### src/sv/wsi_ram.sv
// Generic single-write, single-read RAM with a registered read port.
module wsi_ram #(
	parameter int WIDTH = 8,
	parameter int DEPTH = 16,
	localparam int AW = (DEPTH > 1) ? $clog2(DEPTH) : 1
) (
	input  logic             clk,
	input  logic             we,
	input  logic [AW-1:0]    waddr,
	input  logic [WIDTH-1:0] wdata,
	input  logic [AW-1:0]    raddr,
	output logic [WIDTH-1:0] rdata
);

	logic [WIDTH-1:0] mem [DEPTH];

	always_ff @(posedge clk) begin
		if (we) begin
			mem[waddr] <= wdata;
		end
		rdata <= mem[raddr];
	end

endmodule

### config.mk
export PLATFORM = sky130hd
export DESIGN_NAME = wsi_ram
export DESIGN_NICKNAME = d
export VERILOG_FILES = /design/src/sv/wsi_ram.sv
export SDC_FILE = /design/constraint.sdc
export NUM_CORES = 1
export LEC_CHECK = 0
export BUFFER_PORTS_ARGS = -buffer_cell sky130_fd_sc_hd__buf_4
export CAP_MARGIN = 30
export CORE_UTILIZATION = 60
export DETAILED_ROUTE_END_ITERATION = 8
export HOLD_SLACK_MARGIN = 0.1
export PLACE_DENSITY_LB_ADDON = 0.2
export RECOVER_POWER = 50
export SYNTH_ARGS = -nofsm -noshare
export SYNTH_HDL_FRONTEND = slang
export SYNTH_SLANG_ARGS = --single-unit
### constraint.sdc
create_clock -name clk -period 2.1 [get_ports clk]
set_clock_uncertainty 0.05 [all_clocks]
set_input_delay 0.21 -clock clk [delete_from_list [all_inputs] [get_ports clk]]
set_output_delay 0.21 -clock clk [all_outputs]
set_load 0.02 [all_outputs]
==> qor.yml <==
htree_levels: 4
clockRootBuffer: "clkbuf_8"
grt_pass1_vias: 2597
gp_congestion: 0.725
netlist.area_leader.share: 0.747
stdcell_area_um2: 6200
reg2reg_to: "rdata[1]"
dpl_cell_area_um2: 5560
yosysWarningCount: 0
max_freq_ghz: 0.674
startpoint_type: "register"
portBuffers: 25
first_pass_iters: 5
yosys-top-cells-area: "edfxtp_1 75%, mux4_2 7.9%, mux4_1 7.1%"
p_leak_nw: 2.10
run_status: "finished clean"
hold_ws_ps: 185
clkTransAtPathRegs_ps: 60
min-delay-start: "waddr[1]"
cts_buffers: 17
die_width_um: 94.6
grt_pass1_wl_mm: 14.5
final_layout_size_suffix_gt1_frac: 0.253
cp.required_ps: 2420
grt_max_degree: 33
hold_viol: 0
final_nets: 309
cts_resized: 0
ys_seq_area_frac: 0.778
wl_per_cell_um: 23.9
worst_pin_slew_ps: 679
power_w: 0.00646
cp-end-kind: "register"
cp_max_fo: 1
pin_count: 26
synth_area_leader_cell: "edfxtp_1"
post_cts_buffers: 0
r2r-start: "mem[0][1]"
grtUsageTotal: 0.246
grt-ovfl-total: 0
worstSkewPairLatency_ps: 510
worstHoldEndpoint: "mem[4][1]"
yosys_most_used_dff: "edfxtp_1"
detail-route-antenna-nets: 0
maxSlewViolCount: 0
crit_type: "register to register"
r2r_cells: 3
syn_area_um2: 5150
drt_iter0_drc: 241
fin_crit_sh: 0.707
cp.arrival_ps: 1810
start_util: 0.623
syn-instance-count: 229
synth.distinct_cells: 19
synth.most_common_cell: "edfxtp_1"
antenna_found_initial: 0
maxCapViolCount: 0
syn_to_final_growth_pct: 20.5
setup_viol: 0
irDropWorstVdd_mv: 0.558
drt-total-wl_mm: 9.79
syn_area_per_cell_um2: 22.5
rsz0062_at_grt: "no"
hold_buffers: 8
dieArea_um2: 8950
power_density_nw_per_um2: 1040
fin_tns_setup_ps: 0
ys_async_sr_fraction: 0
synth_edf_count: 128
hpwlAfterDp_mm: 5.72
synthTopCellsByCount: "128 x edfxtp_1, 18 x mux4_2, 16 x a22oi_1, 14 x mux4_1, 13 x nor2_1"
cts_tree: "built"
regToRegSetupSlack_ps: 620
row_count: 33
synth-seq-cells: 136
whs_path_depth: 3
vias: 2476
slew_headroom: 0.547
min_path_type: "input pin to register"
syn_nets: 247
post-route-util: 0.751
die_y_um: 94.6
vias_per_cell: 6.05
cts_buffer_depth: 2
cts_sinks: 136
period_needed_ps: 1480
coreArea_um2: 8260
diodes: 0
remaining_drc_errors: 0
report_power, final:
part           switching (W)  internal (W)
Clock                0.00104       0.00205
Sequential         0.0000210       0.00304
Combinational       0.000176      0.000143
Total                0.00123       0.00523
stage by stage:
stage	setup slack, ps	instances
6_report	616	409
5_1_grt	610	409
4_1_cts	621	409
3_5_place_dp	317	369
3_3_place_gp	325	369
2_1_floorplan	347	229
cells by family (layout without fill, tap and decap cells):
| logic type | count (synthesis) | in the layout | share of synthesized area |
|---|---|---|---|
| buffers and inverters | 10 | 85 | 0.0168 |
| and+or+nand+nor | 35 | 35 | 0.0318 |
| muxes | 32 | 32 | 0.150 |
| DFF | 136 | 136 | 0.778 |
| AOI/OAI and AO/OA | 16 | 16 | 0.0233 |
registers in the layout (all words and copies together) (netlist names):
register and flops:
mem 128, rdata 8
routing by layer:
layer,vias to the layer above,track usage,part of all wire
met2,131,0.385,0.51
met1,1231,0.327,0.38
met5,-,0,0
met3,16,0.0652,0.092
met4,0,0.112,0.018
li1,1098,-,-
worst max path at each step:
| stage | start | end | depth (start not counted) |
|---|---|---|---|
| global placement | raddr[0] | rdata[1] | 5 |
| detailed placement | raddr[0] | rdata[1] | 5 |
| finish | mem[0][1] | rdata[1] | 3 |
| floorplan | waddr[2] | mem[0][0] | 2 |
| global route | mem[0][1] | rdata[1] | 3 |
| CTS | mem[0][1] | rdata[1] | 3 |
layout by cell type (no fill, tap or decap):
master / netlist / routed
edfxtp_1: 128 / 128
buf_4: 1 / 28
mux4_2: 18 / 18
clkbuf_1: 0 / 18
a22oi_1: 16 / 16
clkbuf_16: 0 / 16
mux4_1: 14 / 14
nor2_1: 13 / 13
nand2_1: 9 / 9
dlygate4sd3_1: 0 / 8
dfxtp_1: 8 / 8
bufinv_16: 0 / 5
nor3_1: 4 / 4
clkinv_4: 0 / 3
nand3b_1: 2 / 2
nand2b_1: 2 / 2
clkinvlp_4: 0 / 2
buf_12: 0 / 2
nor2b_1: 1 / 1
and2_1: 1 / 1
and2b_1: 1 / 1
nand3_1: 1 / 1
or3b_2: 1 / 1
clkbuf_8: 0 / 1
clkinv_2: 0 / 1
clkinv_1: 0 / 1
cell type report:
type                    instances  area (um^2)
clock buffers                  20          425
clock inverters                12          200
fillers                       473         2050
multi-input cells              83         1060
flip-flops and latches        136         4000
well taps                     105          131
repair buffers                 53          387
critical path: stages, from the launching register on:
cell and delay [ps]:
edfxtp_1 370, mux4_1 490, a22oi_1 320, nand2_1 130
(Power assumes the default switching activity.)
