<file path="config.mk">
export PLATFORM = sky130hd
export DESIGN_NAME = wsi_divider
export DESIGN_NICKNAME = d
export VERILOG_FILES = /design/src/sv/wsi_pkg.sv /design/src/sv/wsi_divider.sv
export SDC_FILE = /design/constraint.sdc
export NUM_CORES = 1
export LEC_CHECK = 0
export BUFFER_PORTS_ARGS = -buffer_cell sky130_fd_sc_hd__buf_2
export CAP_MARGIN = 20
export CORE_MARGIN = 2
export CORE_UTILIZATION = 35
export DETAILED_ROUTE_END_ITERATION = 6
export GPL_ROUTABILITY_DRIVEN = 0
export GPL_TIMING_DRIVEN = 1
export PLACE_DENSITY = 0.6
export SETUP_SLACK_MARGIN = 0.3
export SYNTH_ARGS = -nofsm -noshare
export SYNTH_HDL_FRONTEND = slang
export SYNTH_SLANG_ARGS = --single-unit
</file>
<file path="constraint.sdc">
create_clock -name clk -period 2.85 [get_ports clk]
set_input_delay 0.57 -clock clk [delete_from_list [all_inputs] [get_ports clk]]
set_output_delay 0.57 -clock clk [all_outputs]
set_load 0.02 [all_outputs]
</file>
<file path="src/sv/wsi_pkg.sv">
// Shared types, field widths and codes for the workout setpoint interpolator.
package wsi_pkg;

	localparam int TIME_W = 32;
	localparam int VAL_W  = 24;
	localparam int POW_W  = 16;
	localparam int LAPN_W = 7;

	// Input item: mode in tuser, time and point value in tdata.
	localparam int S_DATA_W = 56;
	// Result item: status in tuser, all other fields in tdata.
	localparam int M_DATA_W = 120;

	// Interpolation arithmetic: value times a time span, and its magnitude.
	localparam int PROD_W = VAL_W + TIME_W + 1;
	localparam int NUM_W  = VAL_W + TIME_W;
	localparam int QUO_W  = VAL_W;

	// Power and gradient reported on a failed query, in whole units.
	localparam int ERR_VALUE = -100;

	typedef enum logic [1:0] {
		MODE_CLEAR,
		MODE_POINT,
		MODE_LAP,
		MODE_QUERY
	} mode_t;

	typedef enum logic [1:0] {
		STAT_OK,
		STAT_NO_PROFILE,
		STAT_RANGE,
		STAT_FULL
	} status_t;

	typedef struct packed {
		status_t             status;
		logic [POW_W-1:0]    power;
		logic [VAL_W-1:0]    gradient;
		logic [LAPN_W-1:0]   lap_number;
		logic [TIME_W-1:0]   next_lap_start;
		logic                next_lap_found;
		logic [TIME_W-1:0]   current_lap_start;
		logic                current_lap_found;
	} res_t;

endpackage

</file>
<file path="src/sv/wsi_divider.sv">
// Restoring bit-serial divider: unsigned dividend magnitude by a time span.
module wsi_divider import wsi_pkg::*; (
	input  logic              clk,
	input  logic              arst_n,
	input  logic              start,
	input  logic [NUM_W-1:0]  dividend,
	input  logic [TIME_W-1:0] divisor,
	output logic              done,
	output logic [QUO_W-1:0]  quotient
);

	localparam int CNT_W = $clog2(NUM_W + 1);

	logic              busy_q;
	logic              done_q;
	logic [CNT_W-1:0]  cnt_q;
	logic [TIME_W-1:0] rem_q;
	logic [TIME_W-1:0] div_q;
	logic [NUM_W-1:0]  num_q;
	logic [TIME_W:0]   shifted;
	logic [TIME_W:0]   diff;
	logic              fits;

	// One quotient bit per cycle; the dividend register fills with quotient bits.
	assign shifted = {rem_q, num_q[NUM_W-1]};
	assign diff    = shifted - {1'b0, div_q};
	assign fits    = !diff[TIME_W];

	always_ff @(posedge clk or negedge arst_n) begin
		if (!arst_n) begin
			busy_q <= 1'b0;
			done_q <= 1'b0;
			cnt_q  <= '0;
		end else begin
			done_q <= 1'b0;
			if (start) begin
				busy_q <= 1'b1;
				cnt_q  <= CNT_W'(NUM_W);
			end else if (busy_q) begin
				cnt_q <= cnt_q - CNT_W'(1);
				if (cnt_q == CNT_W'(1)) begin
					busy_q <= 1'b0;
					done_q <= 1'b1;
				end
			end
		end
	end

	always_ff @(posedge clk) begin
		if (start) begin
			rem_q <= '0;
			div_q <= divisor;
			num_q <= dividend;
		end else if (busy_q) begin
			rem_q <= fits ? diff[TIME_W-1:0] : shifted[TIME_W-1:0];
			num_q <= {num_q[NUM_W-2:0], fits};
		end
	end

	assign done     = done_q;
	assign quotient = num_q[QUO_W-1:0];

endmodule

</file>
==> qor.yml <==
dr.pass1.iters: 5
synth_area_per_cell_um2: 10.96
ys_seq_area_share_pct: 49.29
cts_buffers: 17
maxCapViolations: 0
p_leak_uw: 0.003849
yosys.area.top_type: "edfxtp_1"
min_from: "divisor[14]"
wirelength_mm: 15.62
skew_ps: 12.00
synth_area_mm2: 0.007067
utilization_pct: 46.44
overflow: 0
ios: 116
drc_errors: 0
synth_edf_count: 88
synth_nets: 771
cts_num_sinks: 128
hold_violations: 0
worstSetupEndpointType: "flop"
max-slew-margin-rel_pct: 52.94
fmax_ghz: 0.3522
grt_pass1_vias: 4933
path_class: "reg2reg"
finalCritPeriodShare_pct: 99.63
avgViaCountPerCell: 4.802
slew_violations: 0
antenna_cells: 0
holdWs_ps: 329.6
synth_top_area_share_pct: 37.39
status: "finished clean"
min_path_type: "in2reg"
core_area_mm2: 0.01965
rows: 51
synth_most_common_cell: "edfxtp_1"
clkLatencyLatePin_ps: 410
grt_first_pass_wirelength_mm: 25.20
clk_pin_slew_ps: 60
grtUsageTotal_pct: 14.71
dp.cells: 997
synth_seq_cells: 128
synthCells: 645
ant_nets: 0
syn2layout_area_growth_pct: 29.16
clock-root-buffer: "clkbuf_16"
synthArstFlopShare_pct: 6.250
die_y_um: 146.1
initial_core_util_pct: 35.96
synth_flop_cell: "edfxtp_1"
synthTopCellsByArea: "edfxtp_1 37%, dfxtp_1 9.1%, mux2_2 8.9%"
final_cells: 1052
yosys_warnings: 0
io_buffers: 115
die_x_um: 146.1
fin_crit_ps: 2840
nNetsFinal: 900
arrival_ps: 3160
worstReg2RegStart: "div_q[3]"
irDropWorstVdd_mv: 0.4049
netlist_top_cells_count: "88 x edfxtp_1, 70 x nor2_1, 56 x mux2_2, 47 x a21oi_1, 47 x inv_1"
routedWlPerCell_um: 14.84
clockBufferDepth: 2
via_count: 5052
tightest_slew_ps: 705.9
rsz0062_at_grt: "yes"
worst_ep_required_time_ps: 3170
die-area_mm2: 0.02134
dpl.hpwl_mm: 10.21
cts_tree: "built"
first_iter_violations: 316
grt_max_degree: 87
start_kind: "flop"
cp-startpoint: "div_q[3]"
h-tree-depth: 4
drive_gt1_share_pct: 39.64
synth_cell_type_count: 56
antenna_found_initial: 0
finalSetupViolCount: 0
crit_path_max_fanout: 2
power_density_mw_per_mm2: 939.2
cell usage in the layout (no fill, tap or decap), drive strengths merged, types with 5 or more instances in the layout:
| cell | synthesis | final |
|---|---|---|
| a211oi | 29 | 29 |
| a21oi | 49 | 49 |
| a31oi | 5 | 5 |
| buf | 35 | 160 |
| clkbuf | 18 | 29 |
| dfrtp | 8 | 8 |
| dfxtp | 32 | 32 |
| edfxtp | 88 | 88 |
| ha | 34 | 34 |
| inv | 47 | 46 |
| mux2 | 56 | 56 |
| mux2i | 8 | 8 |
| nand2 | 24 | 24 |
| nand2b | 10 | 10 |
| nand3 | 7 | 7 |
| nand4 | 5 | 5 |
| nor2 | 70 | 70 |
| nor2b | 5 | 5 |
| nor3 | 10 | 10 |
| o21a | 6 | 6 |
| o21ai | 22 | 22 |
| xnor2 | 19 | 19 |
| xor2 | 14 | 14 |
layout make-up:
cell class,instances,area [um^2]
clock buffer,28,548.0
multi-input combinational,417,3390
fill,1891,10530
tap,265,331.6
inverter,47,180.2
clock inverter,4,47.55
sequential,128,3485
timing repair buffer,163,1146
where the power goes:
part           switching [uW]  internal (uW)  leakage (uW)
Sequential                252           2340       0.00126
Combinational            1840           1960       0.00230
Clock                     790           1390      0.000292
Total                    2880           5690       0.00385
logic make-up (layout without fill, tap and decap cells):
family	Yosys count	in the layout	share of synthesized area (%)
muxes	64	64	10.06
and+or+nand+nor	147	147	9.596
adders and majority gates	35	35	6.303
AOI/OAI and AO/OA	138	138	13.33
DFF	128	128	49.29
xor gates and xnor gates	33	33	4.356
buffers and inverters	100	242	7.064
per-layer routing:
| layer | up-vias | GRT usage (%) | share of wire, % |
|---|---|---|---|
| li1 | 2551 | - | - |
| met4 | 0 | 4.223 | 1.3 |
| met3 | 15 | 4.375 | 4.1 |
| met1 | 2406 | 19.33 | 48 |
| met2 | 80 | 23.63 | 47 |
| met5 | - | 0 | 0 |
sequential cells by signal, indices dropped and copies added, names as in the netlist:
register	flops
div_q	32
done	1
num_q	56
busy_q	1
rem_q	32
cnt_q	6
final timing paths:
path,endpoint,slack [ps],cells after the start
setup / recovery,rem_q[29],10,12
hold / removal,div_q[14],330,1
setup reg to reg,rem_q[29],10,12
hold reg to reg,rem_q[0],500,2
max in group asynchronous,busy_q,2120,2
min in group asynchronous,cnt_q[3],540,2
worst max-delay path: stages, from the launching register on:
cell and delay (ps):
edfxtp_1 380, inv_2 80, ha_4 200, and2_4 150, a221o_1 300, o2111a_1 250, o211a_1 280, o31ai_4 300
o21ai_2 110, o41ai_4 240, xnor2_1 150, mux2i_1 80, a211oi_1 230
repair_timing:
action / CTS / global route
gates resized for setup: 48 / 27
cloned: 4 / 1
setup endpoints to repair: 33 / 33
hold endpoints to repair: 8 / 0
pin swaps: 29 / 19
hold buffers: 1 / 0
setup buffers: 13 / 4
through the flow:
stage	TNS, ps	area [um^2]	power, uW	worst slack, ps
after floorplan	0	7151	4755	97.84
after global placement	0	7945	5364	19.43
after detailed placement	-69.26	7945	5375	-38.11
after CTS	0	8952	8354	17.65
after global routing	-3557	9128	9110	-152.7
final	0	9128	8572	10.45
No activity file was read; power rests on OpenSTA's default activity.
